`config.mk`:
```
export PLATFORM = sky130hd
export DESIGN_NAME = tach_rpm_moving_average_core
export DESIGN_NICKNAME = d
export VERILOG_FILES = /design/src/hdl/tach_pkg.sv /design/src/hdl/tach_ctrl.sv /design/src/hdl/tach_dpath.sv /design/src/hdl/tach_rpm_moving_average_core.sv
export SDC_FILE = /design/constraint.sdc
export NUM_CORES = 2
export LEC_CHECK = 0
export BUFFER_PORTS_ARGS = -buffer_cell sky130_fd_sc_hd__buf_2
export CAP_MARGIN = 15
export CORE_MARGIN = 3
export CORE_UTILIZATION = 60
export DETAILED_ROUTE_END_ITERATION = 16
export MAX_ROUTING_LAYER = met4
export PLACE_DENSITY = 0.77
export SLEW_MARGIN = 20
export SYNTH_ARGS = -nofsm -noshare
export SYNTH_HDL_FRONTEND = slang
export SYNTH_HIERARCHICAL = 1
export SYNTH_SLANG_ARGS = --single-unit
```
`constraint.sdc`:
```
create_clock -name clk -period 8.74 [get_ports clk]
set_input_delay 0 -clock clk [delete_from_list [all_inputs] [get_ports clk]]
set_output_delay 0 -clock clk [all_outputs]
set_load 0.05 [all_outputs]
```
`src/hdl/tach_pkg.sv`:
```
`timescale 1ns / 1ps
// Shared widths, constants and controller/datapath interface types for the
// tachometer moving-average core. No dependencies.
package tach_pkg;

	localparam int COUNT_W   = 32;
	localparam int SCALE_W   = 16;
	localparam int SPEED_W   = 48;
	localparam int SAMPLES_W = 7;
	localparam int STEP_W    = 6;

	localparam logic [SCALE_W-1:0] SCALE_RESET = 16'd300;
	localparam logic [STEP_W-1:0]  LAST_STEP   = 6'd47;

	typedef struct packed {
		logic capture;
		logic update;
		logic mul;
		logic div_step;
		logic load_out;
	} cmd_t;

	typedef struct packed {
		logic div_last;
	} sts_t;

endpackage

```
`src/hdl/tach_ctrl.sv`:
```
`timescale 1ns / 1ps
// Sequencer for the moving-average core: one transaction at a time through
// capture, update, multiply, serial divide and output hand-off. Uses tach_pkg.
module tach_ctrl (
	input  logic          clk,
	input  logic          arst_n,
	input  logic          in_valid,
	output logic          in_ready,
	output logic          out_valid,
	input  logic          out_ready,
	output tach_pkg::cmd_t cmd,
	input  tach_pkg::sts_t sts
);

	localparam logic [2:0] ST_IDLE = 3'd0;
	localparam logic [2:0] ST_UPD  = 3'd1;
	localparam logic [2:0] ST_MUL  = 3'd2;
	localparam logic [2:0] ST_DIV  = 3'd3;
	localparam logic [2:0] ST_HOLD = 3'd4;

	logic [2:0] state_q;
	logic [2:0] state_d;
	logic       out_valid_q;
	logic       out_free;

	assign out_free  = !out_valid_q || out_ready;
	assign in_ready  = (state_q == ST_IDLE);
	assign out_valid = out_valid_q;

	always_comb begin
		state_d      = state_q;
		cmd          = '0;
		case (state_q)
			ST_IDLE: begin
				if (in_valid) begin
					cmd.capture = 1'b1;
					state_d     = ST_UPD;
				end
			end
			ST_UPD: begin
				cmd.update = 1'b1;
				state_d    = ST_MUL;
			end
			ST_MUL: begin
				cmd.mul = 1'b1;
				state_d = ST_DIV;
			end
			ST_DIV: begin
				cmd.div_step = 1'b1;
				if (sts.div_last) begin
					state_d = ST_HOLD;
				end
			end
			ST_HOLD: begin
				if (out_free) begin
					cmd.load_out = 1'b1;
					state_d      = ST_IDLE;
				end
			end
			default: begin
				state_d = ST_IDLE;
			end
		endcase
	end

	always_ff @(posedge clk or negedge arst_n) begin
		if (!arst_n) begin
			state_q     <= ST_IDLE;
			out_valid_q <= 1'b0;
		end else begin
			state_q <= state_d;
			if (cmd.load_out) begin
				out_valid_q <= 1'b1;
			end else if (out_ready) begin
				out_valid_q <= 1'b0;
			end
		end
	end

endmodule

```
`src/hdl/tach_dpath.sv`:
```
`timescale 1ns / 1ps
// Datapath: delta ring memory, running sum, fill count, scale register,
// 32x16 multiply and restoring bit-serial divide by the fill. Uses tach_pkg.
module tach_dpath #(
	parameter int WINDOW = 10
) (
	input  logic                              clk,
	input  logic                              arst_n,
	input  logic                              cfg_we,
	input  logic [tach_pkg::SCALE_W-1:0]      cfg_wdata,
	input  logic [tach_pkg::COUNT_W-1:0]      pulse_count,
	input  tach_pkg::cmd_t                    cmd,
	output tach_pkg::sts_t                    sts,
	output logic [tach_pkg::SPEED_W-1:0]      speed_rpm,
	output logic [tach_pkg::SAMPLES_W-1:0]    samples_in_window
);

	localparam int PW = (WINDOW > 1) ? $clog2(WINDOW) : 1;
	localparam int FW = $clog2(WINDOW + 1);
	localparam int RW = FW + 1;
	localparam logic [PW-1:0] POS_LAST = PW'(WINDOW - 1);
	localparam logic [FW-1:0] FILL_MAX = FW'(WINDOW);

	logic [tach_pkg::COUNT_W-1:0]   delta_ring [WINDOW];
	logic [tach_pkg::COUNT_W-1:0]   old_q;
	logic [tach_pkg::COUNT_W-1:0]   delta_q;
	logic [tach_pkg::COUNT_W-1:0]   prev_q;
	logic [tach_pkg::COUNT_W-1:0]   sum_q;
	logic [tach_pkg::COUNT_W-1:0]   old_val;
	logic [tach_pkg::SCALE_W-1:0]   scale_q;
	logic [PW-1:0]                  pos_q;
	logic [FW-1:0]                  fill_q;
	logic [tach_pkg::SPEED_W-1:0]   quo_q;
	logic [FW-1:0]                  rem_q;
	logic [tach_pkg::STEP_W-1:0]    step_q;
	logic [tach_pkg::SPEED_W-1:0]   speed_q;
	logic [tach_pkg::SAMPLES_W-1:0] samples_q;
	logic [RW-1:0]                  trial;
	logic [RW-1:0]                  trial_sub;
	logic                           take;

	// a slot that has not been written since reset reads as zero
	assign old_val   = (fill_q == FILL_MAX) ? old_q : '0;
	assign trial     = {rem_q, quo_q[tach_pkg::SPEED_W-1]};
	assign take      = (trial >= RW'(fill_q));
	assign trial_sub = trial - RW'(fill_q);
	assign sts.div_last = (step_q == tach_pkg::LAST_STEP);

	always_ff @(posedge clk) begin
		if (cmd.capture) begin
			old_q <= delta_ring[pos_q];
		end
		if (cmd.update) begin
			delta_ring[pos_q] <= delta_q;
		end
	end

	always_ff @(posedge clk or negedge arst_n) begin
		if (!arst_n) begin
			scale_q <= tach_pkg::SCALE_RESET;
			prev_q  <= '0;
			sum_q   <= '0;
			pos_q   <= '0;
			fill_q  <= '0;
			step_q  <= '0;
		end else begin
			if (cfg_we) begin
				scale_q <= cfg_wdata;
			end
			if (cmd.capture) begin
				prev_q <= pulse_count;
			end
			if (cmd.update) begin
				sum_q <= sum_q - old_val + delta_q;
				pos_q <= (pos_q == POS_LAST) ? '0 : pos_q + PW'(1);
				if (fill_q != FILL_MAX) begin
					fill_q <= fill_q + FW'(1);
				end
			end
			if (cmd.mul) begin
				step_q <= '0;
			end else if (cmd.div_step) begin
				step_q <= step_q + tach_pkg::STEP_W'(1);
			end
		end
	end

	always_ff @(posedge clk) begin
		if (cmd.capture) begin
			delta_q <= pulse_count - prev_q;
		end
		if (cmd.mul) begin
			quo_q <= tach_pkg::SPEED_W'(sum_q) * tach_pkg::SPEED_W'(scale_q);
			rem_q <= '0;
		end else if (cmd.div_step) begin
			quo_q <= {quo_q[tach_pkg::SPEED_W-2:0], take};
			rem_q <= take ? trial_sub[FW-1:0] : trial[FW-1:0];
		end
		if (cmd.load_out) begin
			speed_q   <= quo_q;
			samples_q <= tach_pkg::SAMPLES_W'(fill_q);
		end
	end

	assign speed_rpm         = speed_q;
	assign samples_in_window = samples_q;

endmodule

```
`src/hdl/tach_rpm_moving_average_core.sv`:
```
`timescale 1ns / 1ps
// Top level of the tachometer moving-average core: controller plus datapath.
// Uses tach_pkg, tach_ctrl and tach_dpath.

// Each accepted pulse_count gives one result: speed_rpm = floor(sum of the last
// WINDOW count deltas (mod 2^32) * rpm_scale / samples_in_window), where
// samples_in_window counts samples since reset and saturates at WINDOW. A
// transaction passes capture, update, multiply and the 48-step bit-serial
// divider; the next sample is accepted once the result is in the output
// register, which waits until the previous result is taken. rpm_scale resets
// to 300; the user must write it only while the core is idle, which the
// core does not enforce. No clearing pass is needed after reset.
module tach_rpm_moving_average_core #(
	parameter int WINDOW = 10
) (
	input  logic                            clk,
	input  logic                            arst_n,
	input  logic                            cfg_we,
	input  logic [tach_pkg::SCALE_W-1:0]    cfg_wdata,
	input  logic                            in_valid,
	output logic                            in_ready,
	input  logic [tach_pkg::COUNT_W-1:0]    pulse_count,
	output logic                            out_valid,
	input  logic                            out_ready,
	output logic [tach_pkg::SPEED_W-1:0]    speed_rpm,
	output logic [tach_pkg::SAMPLES_W-1:0]  samples_in_window
);

	tach_pkg::cmd_t cmd;
	tach_pkg::sts_t sts;

	tach_ctrl u_ctrl (
		.clk       (clk),
		.arst_n    (arst_n),
		.in_valid  (in_valid),
		.in_ready  (in_ready),
		.out_valid (out_valid),
		.out_ready (out_ready),
		.cmd       (cmd),
		.sts       (sts)
	);

	tach_dpath #(
		.WINDOW (WINDOW)
	) u_dpath (
		.clk               (clk),
		.arst_n            (arst_n),
		.cfg_we            (cfg_we),
		.cfg_wdata         (cfg_wdata),
		.pulse_count       (pulse_count),
		.cmd               (cmd),
		.sts               (sts),
		.speed_rpm         (speed_rpm),
		.samples_in_window (samples_in_window)
	);

`ifndef NO_ASSERTIONS
	a_one_at_a_time: assert property (@(posedge clk) disable iff (!arst_n)
		in_valid && in_ready |=> !in_ready)
		else $error("second transaction accepted while one is in progress");

	a_fill_range: assert property (@(posedge clk) disable iff (!arst_n)
		out_valid |-> (samples_in_window != '0) &&
			(samples_in_window <= tach_pkg::SAMPLES_W'(WINDOW)))
		else $error("samples_in_window out of range on a valid result");

	a_no_early_result: assert property (@(posedge clk) disable iff (!arst_n)
		in_valid && in_ready |=> !$rose(out_valid))
		else $error("result appeared straight after acceptance");
`endif

endmodule

```
==> impl_metrics.ini <==
[synth]
synth_edf_count = 484
ys_seq_area_share_pct = 40.3
synthesis.area_mm2 = 0.0424
synth_top_area_cell = edfxtp_1
yosys_warnings = 6
synthCells = 3690
synth.avg_cell_area_um2 = 11.5
async_reset_ff_share_pct = 16.7
synth_top_area_share_pct = 34.3
yosys_register_bits = 586
ys_top_cells_by_area = edfxtp_1 (34%), fa_1 (21%), ha_1 (5.6%)
synth_cell_types = 76
synthFlopType = edfxtp_1

[sta]
maxSlewViolCount = 0
setup_violations = 0
period_share_pct = 81.3
worst_pin_slew_ns = 1.10
fin_setup_tns_ns = 0
grt_setup_unrepaired = no
hold_violations = 0
max_slew_margin_pct = 26.4
fin_crit_ns = 7.11
clock_skew_ns = 0.0619
max_freq_ghz = 0.141

[clock_tree]
htreeDepth = 2
postCtsSetupRepairBufs = 0
clockBufferDepth = 3
cts_tree = built
clock_sinks = 586
clockRootBuffer = clkbuf_16
cts_buffers = 60
path_clk_slew_ns = 0.06
clock_latency_ns = 0.67

[floorplan]
std_cell_rows = 96
core_mm2 = 0.0693
die_w_um = 272
io_pins = 110
die_height_um = 272
start_util_pct = 61.1
die-area_mm2 = 0.0738

[worst_setup_path]
path_delay_family = adder cells
crit_fanout = 33
path_class = register to register
cpMostUsedCell = fa_1
cp-start-kind = register
crit_chain = nand2_1 -> fa_1 -> fa_1 -> fa_1 -> inv_1 -> fa_1 -> fa_1 -> inv_1 -> fa_1 -> inv_1 -> ha_1 -> a211oi_1 -> o211ai_1 -> a211oi_1 -> a21oi_1 -> o31ai_1 -> a21oi_1 -> o2111ai_1 -> a21oi_1 -> a211o_1
arrival_ns = 7.49
path_buf_inv = 3
cp.required_ns = 9.12
cp_slowest_cell = dfstp_2
slowest_delay_ns = 1.08
endpoint_kind = register

[detailed_routing]
antenna_left = 0
wirelength_um = 91200
first_pass_iters = 5
avgViaCountPerCell = 5.65
vias = 27000
drc = 0
drt-wirelength-per-cell_um = 19.1
drt_iter0_markers = 1999

[global_route]
grt_max_degree = 96
overflow = 0
grt_pass1_vias = 28800
grt.total_usage_pct = 26.5
antenna_found_initial = 1
grt_pass1_wl_um = 151000

[placement]
dpl.hpwl_um = 64900
io_buffers = 106
gp_congestion = 0.895
placed_cell_area_mm2 = 0.0437

[job]
max_cap_violations = 0

[run_status]
status = finished, final reports clean

[worst_hold_path]
hold_path.class = primary input to register

[finish]
fin_area_mm2 = 0.0465
drive_gt1_share_pct = 10.2
syn_to_final_growth_pct = 9.69
nets = 4480
## state kept, by name (all words and copies together), names as in the netlist, 3 cells and up
register                   flops
u_dpath/sum_q                 32
u_dpath/fill_q                 4
u_dpath/old_q                 32
u_dpath/quo_q                 48
u_dpath/speed_rpm             48
u_ctrl/state_q                 3
u_dpath/scale_q               16
u_dpath/delta_ring           320
u_dpath/rem_q                  4
u_dpath/pos_q                  4
u_dpath/delta_q               32
u_dpath/step_q                 6
u_dpath/prev_q                32
u_dpath/samples_in_window      4
## tightest hold or removal path, cell delays in order
cell,delay [ns]
dlygate4sd3_1,0.52
buf_2,0.11
nand2_1,0.04
o21ai_0,0.06
## synth_stat cells (6+ instances only)
cell type and n:
or3_1 6, mux4_2 64, nand4_1 24, nor2_1 75, a211oi_1 43, mux2i_1 47
o21ai_1 7, a21o_1 73, nand2b_1 17, ha_1 190, nor2b_1 53, o21ai_0 86
xor2_1 37, a21oi_1 141, nand2_1 442, buf_1 15, o31ai_1 10, and2_1 248
o21a_1 10, inv_1 619, fa_1 451, clkbuf_1 157, edfxtp_1 484, dfrtp_1 94
a31oi_1 13, nor3_1 22, mux2_2 51, nand3_1 32, xnor2_1 68, o21bai_1 14
and3_1 10
## cell type report
class	instances	area [um2]
Fill cell	4971	22800
Multi-Input combinational cell	2311	22400
Sequential cell	586	17100
Inverter	619	2320
Clock buffer	67	1530
Timing Repair Buffer	208	1530
Tap cell	931	1160
Clock inverter	47	449
Antenna cell	2	5.00
## worst paths after layout
path	to	startpoint	depth (start not counted)	slack, ns
max reg2reg	u_dpath/quo_q[47]$_DFFE_PP_	u_dpath/scale_q[3]$_DFFE_PN1P_	20	1.63
max in group asynchronous	u_dpath/scale_q[6]$_DFFE_PN0P_	arst_n	4	7.28
min in group asynchronous	u_dpath/prev_q[14]$_DFFE_PN0P_	arst_n	4	0.44
min reg2reg	u_dpath/speed_rpm[42]$_DFFE_PP_	u_dpath/quo_q[42]$_DFFE_PP_	0	0.45
min	u_dpath/prev_q[10]$_DFFE_PN0P_	pulse_count[10]	4	0.10
max	u_dpath/quo_q[47]$_DFFE_PP_	u_dpath/scale_q[3]$_DFFE_PN1P_	20	1.63
## what timing repair did
action                                 in CTS  in global routing
resized for setup                           0                  0
endpoints found under the hold margin     147                  0
hold buffers                               69                  0
## cell families after synthesis
family	Yosys count	synth area share, %
multiplexers	162	5.87
other	1	0.00885
adder cells (fa/ha/maj)	641	26.9
flip-flops	586	40.3
AND/OR/NAND/NOR	950	10.9
AO/OA/AOI/OAI	450	6.75
buffers and inverters	795	7.08
XOR/XNOR	105	2.17
## per-stage QoR
stage / hold slack (ns) / util [%] / instances / worst slack, ns
floorplan: -0.296 / - / 3692 / 2.45
global placement: -0.0115 / 63.1 / 4583 / 1.76
detailed placement: -0.0104 / 63.1 / 4584 / 1.73
CTS: 0.0562 / 67.0 / 4767 / 1.72
global route: 0.0965 / 67.1 / 4770 / 1.34
finish: 0.100 / 67.1 / 4771 / 1.63
## layer usage
metal	vias to the layer above	wire length [um]	part of all wire, %	global-route usage [%]
met4	0	3050	3.3	8.54
li1	12300	-	-	-
met2	923	45800	50	44.4
met1	13500	36800	40	33.5
met5	-	0	0	-
met3	229	5580	6.1	3.84
## cell usage in the layout, fill, tap and decap left out, drive strengths merged, types with 5 or more instances in the layout
master       Yosys  final
or2              5      5
nor2            75     75
a21oi          142    142
o211ai           5      5
o31ai           11     11
a41oi            5      5
and2           248    248
a31oi           13     13
dlygate4sd3      0     68
clkinvlp         0      6
edfxtp         484    484
o21bai          14     14
nand4           24     24
mux2i           47     47
xor2            37     37
nand3           32     32
clkinv           0     32
o21ai           93     93
and3            10     10
a21o            73     73
a211oi          43     43
mux2            51     51
nor3            22     22
dfrtp           94     94
o2111ai          5      5
buf             19    140
inv            619    624
mux4            64     64
ha             190    190
nand2b          18     18
xnor2           68     68
fa             451    451
nand2          442    442
nor2b           53     53
or3              6      6
o21a            10     10
clkbuf         157     67
Power is not shown: default switching activity piles up to over one toggle a cycle in this logic, so the estimate is an artifact.
